**src/hw/rtl/nv12_bilinear_scaler_core_assert.svh**
```systemverilog
// ----------------------------------------------------------------------------
// NV12 scaler assertion macros
// Short forms for the concurrent checks used in the scaler RTL.
// ----------------------------------------------------------------------------
`ifndef NV12_BILINEAR_SCALER_CORE_ASSERT_SVH
`define NV12_BILINEAR_SCALER_CORE_ASSERT_SVH

// Same-cycle implication, disabled while reset is asserted
`define NV12S_ASSERT_NOW(lbl, clk, rst_n, pre, post, msg) \
	lbl: assert property (@(posedge clk) disable iff (!rst_n) (pre) |-> (post)) \
		else $error(msg);

// Next-cycle implication, disabled while reset is asserted
`define NV12S_ASSERT_NEXT(lbl, clk, rst_n, pre, post, msg) \
	lbl: assert property (@(posedge clk) disable iff (!rst_n) (pre) |=> (post)) \
		else $error(msg);

`endif

```
**src/hw/rtl/nv12s_pkg.sv**
```systemverilog
// ----------------------------------------------------------------------------
// NV12 scaler package
// Shared widths, register indexes, transfer payloads and sequencer codes.
// ----------------------------------------------------------------------------
package nv12s_pkg;

	localparam int DIM_W  = 8;
	localparam int POS_W  = 15;
	localparam int STEP_W = 13;
	localparam int CNT_W  = 7;
	localparam int FRAC_W = 8;
	localparam int OFS_W  = 15;
	localparam int PIX_W  = 8;
	localparam int IDX_W  = 8;
	localparam int WGT_W  = 17;
	localparam int ACC_W  = 24;
	// dividend is the source size shifted left by the fraction width
	localparam int DIV_BITS = DIM_W + FRAC_W;
	localparam int DIV_CNT_W = $clog2(DIV_BITS + 1);

	localparam logic [DIM_W-1:0] DIM_RESET = 8'd128;
	localparam logic [DIM_W-1:0] DST_ROUND_MASK = 8'hF8;
	localparam logic [8:0] WGT_ONE = 9'h100;

	localparam logic [IDX_W-1:0] REG_SRC_WIDTH  = 8'd0;
	localparam logic [IDX_W-1:0] REG_SRC_HEIGHT = 8'd1;
	localparam logic [IDX_W-1:0] REG_DST_WIDTH  = 8'd2;
	localparam logic [IDX_W-1:0] REG_DST_HEIGHT = 8'd3;

	localparam logic KIND_WRITE = 1'b0;
	localparam logic KIND_STEP  = 1'b1;

	typedef struct packed {
		logic             kind;
		logic [OFS_W-1:0] src_offset;
		logic [PIX_W-1:0] src_byte;
	} in_item_t;

	typedef struct packed {
		logic [PIX_W-1:0] luma;
		logic [PIX_W-1:0] chroma_u;
		logic [PIX_W-1:0] chroma_v;
		logic             chroma_valid;
		logic [CNT_W-1:0] out_col;
		logic [CNT_W-1:0] out_row;
		logic             frame_last;
	} out_item_t;

	// status of the step divider towards the sequencer
	typedef struct packed {
		logic              busy;
		logic [STEP_W-1:0] x_step;
		logic [STEP_W-1:0] y_step;
	} step_res_t;

	typedef enum logic [6:0] {
		ST_IDLE = 7'b0000001,
		ST_PREP = 7'b0000010,
		ST_RD0  = 7'b0000100,
		ST_RD1  = 7'b0001000,
		ST_RD2  = 7'b0010000,
		ST_MIX  = 7'b0100000,
		ST_DONE = 7'b1000000
	} seq_state_t;

endpackage

```
**src/hw/rtl/nv12s_step_div.sv**
```systemverilog
// ----------------------------------------------------------------------------
// NV12 scaler step divider
// Restoring divider, one quotient bit per cycle, x and y lanes side by side.
// ----------------------------------------------------------------------------
module nv12s_step_div import nv12s_pkg::*; (
	input  logic             clk,
	input  logic             arst_n,
	input  logic             start,
	input  logic [DIM_W-1:0] src_w,
	input  logic [DIM_W-1:0] src_h,
	input  logic [DIM_W-1:0] dst_w,
	input  logic [DIM_W-1:0] dst_h,
	output step_res_t        res
);

	logic                 run_q;
	logic [DIV_CNT_W-1:0] cnt_q;
	logic [DIM_W-1:0]     dvx_q, dvy_q;
	logic [DIM_W-1:0]     remx_q, remy_q;
	logic [DIV_BITS-1:0]  quox_q, quoy_q;
	logic [DIM_W:0]       shx, shy;
	logic                 gex, gey;

	// trial subtract on the shifted remainder
	always_comb begin
		shx = {remx_q, quox_q[DIV_BITS-1]};
		shy = {remy_q, quoy_q[DIV_BITS-1]};
		gex = shx >= {1'b0, dvx_q};
		gey = shy >= {1'b0, dvy_q};
	end

	// load on start, then advance one bit a cycle
	always_ff @(posedge clk or negedge arst_n) begin
		if (!arst_n) begin
			run_q <= 1'b0;
			cnt_q <= '0;
		end else if (start) begin
			run_q <= 1'b1;
			cnt_q <= DIV_CNT_W'(DIV_BITS);
		end else if (run_q) begin
			cnt_q <= cnt_q - 1'b1;
			if (cnt_q == DIV_CNT_W'(1)) begin
				run_q <= 1'b0;
			end
		end
	end

	always_ff @(posedge clk) begin
		if (start) begin
			dvx_q  <= dst_w;
			dvy_q  <= dst_h;
			remx_q <= '0;
			remy_q <= '0;
			quox_q <= {src_w, FRAC_W'(0)};
			quoy_q <= {src_h, FRAC_W'(0)};
		end else if (run_q) begin
			remx_q <= gex ? DIM_W'(shx - {1'b0, dvx_q}) : shx[DIM_W-1:0];
			remy_q <= gey ? DIM_W'(shy - {1'b0, dvy_q}) : shy[DIM_W-1:0];
			quox_q <= {quox_q[DIV_BITS-2:0], gex};
			quoy_q <= {quoy_q[DIV_BITS-2:0], gey};
		end
	end

	assign res.busy   = run_q | start;
	assign res.x_step = quox_q[STEP_W-1:0];
	assign res.y_step = quoy_q[STEP_W-1:0];

endmodule

```
**config.mk**
```make
export PLATFORM = sky130hd
export DESIGN_NAME = nv12s_step_div
export DESIGN_NICKNAME = d
export VERILOG_FILES = /design/src/hw/rtl/nv12_bilinear_scaler_core_assert.svh /design/src/hw/rtl/nv12s_pkg.sv /design/src/hw/rtl/nv12s_step_div.sv
export SDC_FILE = /design/constraint.sdc
export NUM_CORES = 1
export LEC_CHECK = 0
export BUFFER_PORTS_ARGS = -buffer_cell sky130_fd_sc_hd__buf_4
export CAP_MARGIN = 20
export CORE_MARGIN = 2
export CORE_UTILIZATION = 44
export CTS_CLUSTER_SIZE = 20
export DETAILED_ROUTE_END_ITERATION = 8
export GPL_ROUTABILITY_DRIVEN = 0
export HOLD_SLACK_MARGIN = 0.05
export PLACE_DENSITY = 0.71
export SLEW_MARGIN = 20
export SYNTH_ARGS = -nofsm -noshare
export SYNTH_HDL_FRONTEND = slang
export SYNTH_SLANG_ARGS = --single-unit
```
**constraint.sdc**
```tcl
create_clock -name clk -period 1.9 [get_ports clk]
set_clock_uncertainty 0.15 [all_clocks]
set_input_delay 0 -clock clk [delete_from_list [all_inputs] [get_ports clk]]
set_output_delay 0 -clock clk [all_outputs]
set_load 0.03 [all_outputs]
```
==> results of run 1 <==
-- per-stage QoR --
stage	setup TNS (ns)	power, uW
after global placement	-0.904	4350
after detailed placement	-1.29	4420
after CTS	-0.472	5870
final	-0.501	6180
after global routing	-1.82	6530
after floorplan	-0.0405	3610
-- layer usage --
layer,wire [um],global-route usage (%),up-vias
li1,-,-,1500
met1,3990,24.6,1457
met2,4690,34.5,70
met3,311,3.52,10
met4,138,6.90,0
met5,0,0,-
-- where the power goes --
group	leakage (uW)	switching [uW]	internal, uW
combinational	0.00163	1420	1540
sequential	0.000665	234	1850
clock	0.0000991	577	553
-- kinds of logic after synthesis --
| group | count (synthesis) | share of synthesized area (%) |
|---|---|---|
| simple gates | 96 | 12.3 |
| compound gates | 72 | 14.2 |
| flops | 70 | 46.8 |
| buf+inv | 67 | 9.90 |
| mux | 25 | 6.82 |
| fa+ha+maj | 20 | 7.09 |
| xor+xnor | 12 | 2.81 |
-- final cells by class --
cell class	instances	area (um^2)	share of cell area, %
multi-input cells	226	1990	37.1
flip-flops and latches	70	1750	32.7
repair buffers	147	1210	22.5
clock buffers	11	153	2.84
well taps	105	131	2.45
inverters	26	101	1.89
clock inverters	5	31.3	0.583
-- sequential cells by signal, indices dropped and copies added, names as in the netlist --
| register | count |
|---|---|
| dvx_q | 8 |
| dvy_q | 8 |
| quoy_q | 16 |
| remx_q | 8 |
| quox_q | 16 |
| run_q | 1 |
| cnt_q | 5 |
| remy_q | 8 |
-- worst register-to-register path, cell delays in order (launching register included) --
cell and delay, ns:
edfxtp_1 0.42, buf_6 0.14, fa_2 0.42, nor2b_4 0.13, o211ai_1 0.16, mux2i_1 0.17, a211o_1 0.27, nand2_1 0.05
-- worst min-delay path by stage --
stage                                 to  cells past startpoint  slack, ns  startpoint
floorplan           cnt_q[0]$_DFFE_PN0P_                      0      -0.45      arst_n
global placement    cnt_q[3]$_DFFE_PN0P_                      1      -0.34      arst_n
detailed placement  cnt_q[2]$_DFFE_PN0P_                      1      -0.34      arst_n
CTS                   dvx_q[6]$_DFFE_PP_                      2       0.22    dst_w[6]
global route          dvx_q[3]$_DFFE_PP_                      2       0.22    dst_w[3]
finish                dvy_q[1]$_DFFE_PP_                      2       0.22    dst_h[1]
-- synthesized netlist by cell type (9+ instances only) --
master	instances	share of area [%]
edfxtp_1	32	26
xnor2_1	9	2.1
nand2_1	22	2.2
mux2i_1	24	6.4
buf_4	27	5.4
nand2b_1	9	1.5
nor2_1	37	3.7
a22o_1	14	3.3
ha_1	18	6.0
inv_1	26	2.6
a21oi_1	10	1.3
o21ai_0	14	1.9
dfxtp_1	32	17
-- repair_timing --
item                                   CTS  global route
pin swaps                               11            15
gates resized for setup                 35            38
hold buffers                            35             0
setup endpoints to repair               15            18
endpoints found under the hold margin   39             0
buffers inserted                         2             2
cloned                                   0             1
==> reports/qor.csv, run 1 <==
stage,metric,value,unit
power_and_ir_drop,max-vdd-ir-drop,591,uV
routing,wl_per_cell,15.5,um
floorplanning,core-area,0.00822,mm^2
worst_setup_path,path_buf_inv,1,
routing,viasPerCell,5.15,
worst_setup_path,r2r_setup_slack,-0.08,ns
routing,dr.pass1.iters,5,
routing,drtAntennaViolNets,0,
synthesis,seq_area_frac_synth,46.8,%
power_and_ir_drop,p_leak,0.00240,uW
worst_setup_path,crit_chain,"buf_6, fa_2, nor2b_4, o211ai_1, mux2i_1, a211o_1, nand2_1",
global_routing,antenna_found_initial,0,
routing,drt_iter0_drc,142,
routing,num_vias,3037,
sta,fin_crit_sh,104,%
worst_setup_path,cp.depth,7,
routing,drc,0,
floorplanning,row_count,33,
synthesis,synthArstFlopShare,8.57,%
cells_and_area,layout_common_cells,"buf_4, nor2_1, dlygate4sd3_1, edfxtp_1, dfxtp_1",
cells_and_area,syn2layout_area_growth,43.5,%
power_and_ir_drop,cellPowerDensity,1150,mW/mm^2
worst_setup_path,cp-start-kind,flip-flop,
worst_setup_path,crit_fanout,2,
routing,wirelength,9.12,mm
global_routing,grt_max_degree,64,
worst_setup_path,crit_slowest_cell,edfxtp_1,
outcome,status,"complete, but fails checks",
clock_tree,ctsHtreeMaxLevel,3,
floorplanning,io_pins,62,
worst_setup_path,required,2.03,ns
cells_and_area,final_area,0.00537,mm^2
cells_and_area,final_common_cell,buf_4,
global_routing,gr-total-overflow,0,
worst_setup_path,timing.rr.end,remy_q[6]$_SDFFE_PP0P_,
floorplanning,dieArea,0.00926,mm^2
synthesis,yosysWarnings,0,
worst_setup_path,crit_type,reg -> reg,
synthesis,synth.distinct_cells,53,
worst_setup_path,crit_start,dvy_q[1]$_DFFE_PP_,
floorplanning,start_util,45.5,%
placement,port_buffers,61,
job,maxCapViolCount,0,
worst_setup_path,critPathTopFamily,compound AO/OA/AOI/OAI gates,
clock_tree,worstSkewPairLatency,0.34,ns
sta,relSlewSlack,53.1,%
sta,setup_viol,10,
placement,placed_cells,535,
global_routing,grt_pass1_wl,14.0,mm
clock_tree,cts_tree,done,
floorplanning,die_h,96.2,um
cells_and_area,nets,535,
outcome,violations,setup timing,
sta,whs,0.218,ns
worst_setup_path,r2r-start,dvy_q[1]$_DFFE_PP_,
sta,worst_slack,-0.0840,ns
sta,max_freq,0.504,GHz
synthesis,synth.ff_latch_count,70,
clock_tree,cts_buffers,9,
worst_setup_path,r2r_cells,7,
clock_tree,clkTransAtPathRegs,0.08,ns
sta,hold_viol,0,
worst_setup_path,worstPathArrival,2.12,ns
cells_and_area,nFillCells,610,
placement,hpwl,5.72,mm
synthesis,synthCells,362,
cells_and_area,final_cells,590,
synthesis,avgSynthCellArea,10.3,um^2
synthesis,syn_nets,417,
clock_tree,ctsRootBufferMaster,clkbuf_8,
sta,rsz0062_at_grt,true,
hold_path,min_path_type,in -> reg,
cells_and_area,n_antenna_cell,0,
floorplanning,die_x,96.2,um
placement,pre_cts_slack,-0.157,ns
global_routing,track_usage,19.8,%
worst_setup_path,crit_path_end,remy_q[6]$_SDFFE_PP0P_,
worst_setup_path,cpPeakStageDelay,0.42,ns
clock_tree,cts.sinks,70,
cells_and_area,drive_gt1_share,39.4,%
cells_and_area,final_util,65.3,%
global_routing,grt_pass1_vias,2994,
placement,dpl_cell_area,0.00444,mm^2
sta,period_needed,1.98,ns
worst_setup_path,cp-end-kind,flip-flop,
synthesis,syn-cell-area,0.00374,mm^2
synthesis,synth_edf_count,32,
sta,drv_slew,0,
sta,worstMarginPinSlew,0.704,ns
synthesis,synth_flop_cell,edfxtp_1,
clock_tree,cts_buffer_depth,2,
Note: power is estimated with default switching activity, not from simulation.
==> inputs of run 2 (changes only) <==
--- a/config.mk
+++ b/config.mk
@@ -7,7 +7,6 @@
 export LEC_CHECK = 0
 export BUFFER_PORTS_ARGS = -buffer_cell sky130_fd_sc_hd__buf_4
 export CAP_MARGIN = 20
-export CORE_MARGIN = 2
 export CORE_UTILIZATION = 44
 export CTS_CLUSTER_SIZE = 20
 export DETAILED_ROUTE_END_ITERATION = 8
==> constraint.sdc (replaced) <==
create_clock -name clk -period 1.71 [get_ports clk]
set_clock_uncertainty 0.15 [all_clocks]
set_input_delay 0 -clock clk [delete_from_list [all_inputs] [get_ports clk]]
set_output_delay 0 -clock clk [all_outputs]
set_load 0.03 [all_outputs]
==> reports/qor.csv, run 2 (synthesis gave the netlist of run 1 again) <==
stage,metric,value,unit
outcome,status,"complete, but fails checks",
outcome,violations,setup timing,
cells_and_area,layout_common_cells,"buf_4, dlygate4sd3_1, nor2_1, edfxtp_1, dfxtp_1",
worst_setup_path,r2r_setup_slack,-0.30,ns
sta,fin_crit_sh,117,%
power_and_ir_drop,switchingPower,2490,uW
cells_and_area,reg_top3,"quox_q: 16 flops, quoy_q: 16 flops",
sta,rsz0062_at_grt,true,
floorplanning,row_count,33,
cells_and_area,syn2layout_area_growth,47.0,%
sta,hold_viol,0,
global_routing,gr-total-overflow,0,
worst_setup_path,cpPeakStageDelay,0.42,ns
power_and_ir_drop,power_frac_seq,32.6,%
global_routing,track_usage,20.4,%
clock_tree,cts_buffers,9,
sta,max_freq,0.499,GHz
worst_setup_path,worstPathArrival,2.14,ns
hold_path,hold_depth,2,
sta,setup_viol,18,
clock_tree,clkTransAtPathRegs,0.08,ns
worst_setup_path,timing.rr.end,remx_q[4]$_SDFFE_PP0P_,
routing,dr.pass1.iters,4,
power_and_ir_drop,cellPowerDensity,1280,mW/mm^2
routing,drtAntennaViolNets,0,
worst_setup_path,crit_slowest_cell,edfxtp_1,
clock_tree,ctsHtreeMaxLevel,3,
hold_path,min_path_type,in -> reg,
floorplanning,die_x,94.2,um
routing,drt-met1-wl,4.13,mm
cells_and_area,nFillCells,600,
power_and_ir_drop,p_leak,0.00249,uW
clock_tree,ctsRootBufferMaster,clkbuf_8,
routing,num_vias,3078,
floorplanning,io_pins,62,
worst_setup_path,r2r-start,dvx_q[0]$_DFFE_PP_,
sta,period_needed,2.01,ns
hold_path,hold_start,dst_h[4],
routing,wl_met3,326,um
worst_setup_path,crit_chain,"ha_4, fa_2, nand2b_1, a21oi_1, xor2_1, mux2i_1, o21ai_1",
global_routing,antenna_found_initial,0,
power_and_ir_drop,power_frac_comb,47.6,%
routing,wl_per_cell,14.9,um
power_and_ir_drop,pwr-share-clk,19.8,%
worst_setup_path,crit_fanout,3,
power_and_ir_drop,finalPower,7070,uW
worst_setup_path,required,1.84,ns
worst_setup_path,cp-start-kind,flip-flop,
global_routing,grt_pass1_wl,14.0,mm
worst_setup_path,r2r_cells,7,
global_routing,grt_max_degree,66,
routing,drc,0,
routing,wirelength,8.98,mm
routing,viasPerCell,5.11,
hold_path,worstHoldEndpoint,dvy_q[4]$_DFFE_PP_,
power_and_ir_drop,max-vdd-ir-drop,537,uV
clock_tree,worstSkewPairLatency,0.34,ns
floorplanning,start_util,45.5,%
worst_setup_path,cp-end-kind,flip-flop,
sta,worstMarginPinSlew,0.359,ns
job,maxCapViolCount,0,
cells_and_area,final_common_cell,buf_4,
cells_and_area,n_antenna_cell,0,
sta,worst_slack,-0.296,ns
global_routing,grt_pass1_vias,3064,
worst_setup_path,crit_type,reg -> reg,
clock_tree,cts_tree,done,
power_and_ir_drop,power.internal,4580,uW
placement,port_buffers,61,
clock_tree,cts.sinks,70,
floorplanning,core-area,0.00822,mm^2
cells_and_area,nets,547,
sta,finalSetupTns,-3.40,ns
routing,routed-wl-met2,4.31,mm
clock_tree,cts_buffer_depth,2,
sta,relSlewSlack,76.0,%
sta,drv_slew,0,
power_and_ir_drop,p_sw_share,35.2,%
routing,top_layer_used,met4,
floorplanning,die_h,94.2,um
placement,hpwl,5.58,mm
floorplanning,dieArea,0.00888,mm^2
routing,drt_iter0_drc,158,
cells_and_area,drive_gt1_share,41.2,%
-- run 2: cell types whose count changed in the layout (fill, tap and decap cells not counted), sizes merged --
cell and change:
buf +13, clkbuf +2, clkinv -2, a21oi -1
-- run 2: worst max-delay path, delay by kind of cell (launching register included) --
family,cells,cell delay (ns)
adders and majority gates,2,0.53
DFF,1,0.42
AOI/OAI and AO/OA,2,0.29
xor gates and xnor gates,1,0.25
and+or+nand+nor,1,0.19
muxes,1,0.12
-- run 2: final cells by class --
type	instances	area [um^2]	share of cell area [%]
Timing Repair Buffer	160	1340	24.4
Clock inverter	3	20.0	0.364
Multi-Input combinational cell	225	1960	35.7
Sequential cell	70	1750	31.8
Tap cell	105	131	2.39
Clock buffer	13	191	3.48
Inverter	26	101	1.84
-- run 2: how the worst max path moves through the flow --
stage,from,endpoint,slack [ns],cells past startpoint
5_1_grt,dvx_q[0]$_DFFE_PP_,remx_q[4]$_SDFFE_PP0P_,-0.36,7
4_1_cts,dvx_q[7]$_DFFE_PP_,remx_q[6]$_SDFFE_PP0P_,-0.26,8
2_1_floorplan,dvx_q[4]$_DFFE_PP_,remx_q[1]$_SDFFE_PP0P_,-0.21,9
3_3_place_gp,dvx_q[6]$_DFFE_PP_,remx_q[1]$_SDFFE_PP0P_,-0.26,8
3_5_place_dp,dvx_q[7]$_DFFE_PP_,remx_q[7]$_SDFFE_PP0P_,-0.36,8
6_report,dvx_q[0]$_DFFE_PP_,remx_q[4]$_SDFFE_PP0P_,-0.30,7
-- run 2: metal layers --
layer | track usage, % | vias up
met1 | 26.6 | 1470
met4 | 9.87 | 0
met2 | 32.5 | 68
met5 | 0 | -
li1 | - | 1523
met3 | 3.80 | 17
-- run 2: stage by stage --
step | hold WS (ns) | instances | util (%) | cell area, um^2 | setup slack (ns)
2_1_floorplan | -0.446 | 362 | - | 3870 | -0.211
3_3_place_gp | -0.339 | 541 | 56.1 | 4610 | -0.262
3_5_place_dp | -0.339 | 541 | 56.1 | 4610 | -0.356
4_1_cts | 0.208 | 597 | 64.9 | 5330 | -0.263
5_1_grt | 0.211 | 602 | 66.9 | 5500 | -0.359
6_report | 0.223 | 602 | 66.9 | 5500 | -0.296
-- run 2: power groups by stage --
| stage | logic [uW] | registers, uW | clock network [uW] |
|---|---|---|---|
| after detailed placement | 2710 | 2310 | 0 |
| after global placement | 2660 | 2310 | 0 |
| after CTS | 2990 | 2290 | 1420 |
| after global routing | 3630 | 2330 | 1500 |
| final | 3360 | 2300 | 1400 |
| after floorplan | 1900 | 2250 | 0 |
-- run 2: timing repair --
action | in CTS | in global routing
endpoints found under the setup margin | 19 | 21
buffers inserted | 5 | 6
endpoints found under the hold margin | 75 | 0
pin swaps | 18 | 12
gates resized for setup | 28 | 31
hold buffers | 35 | 0
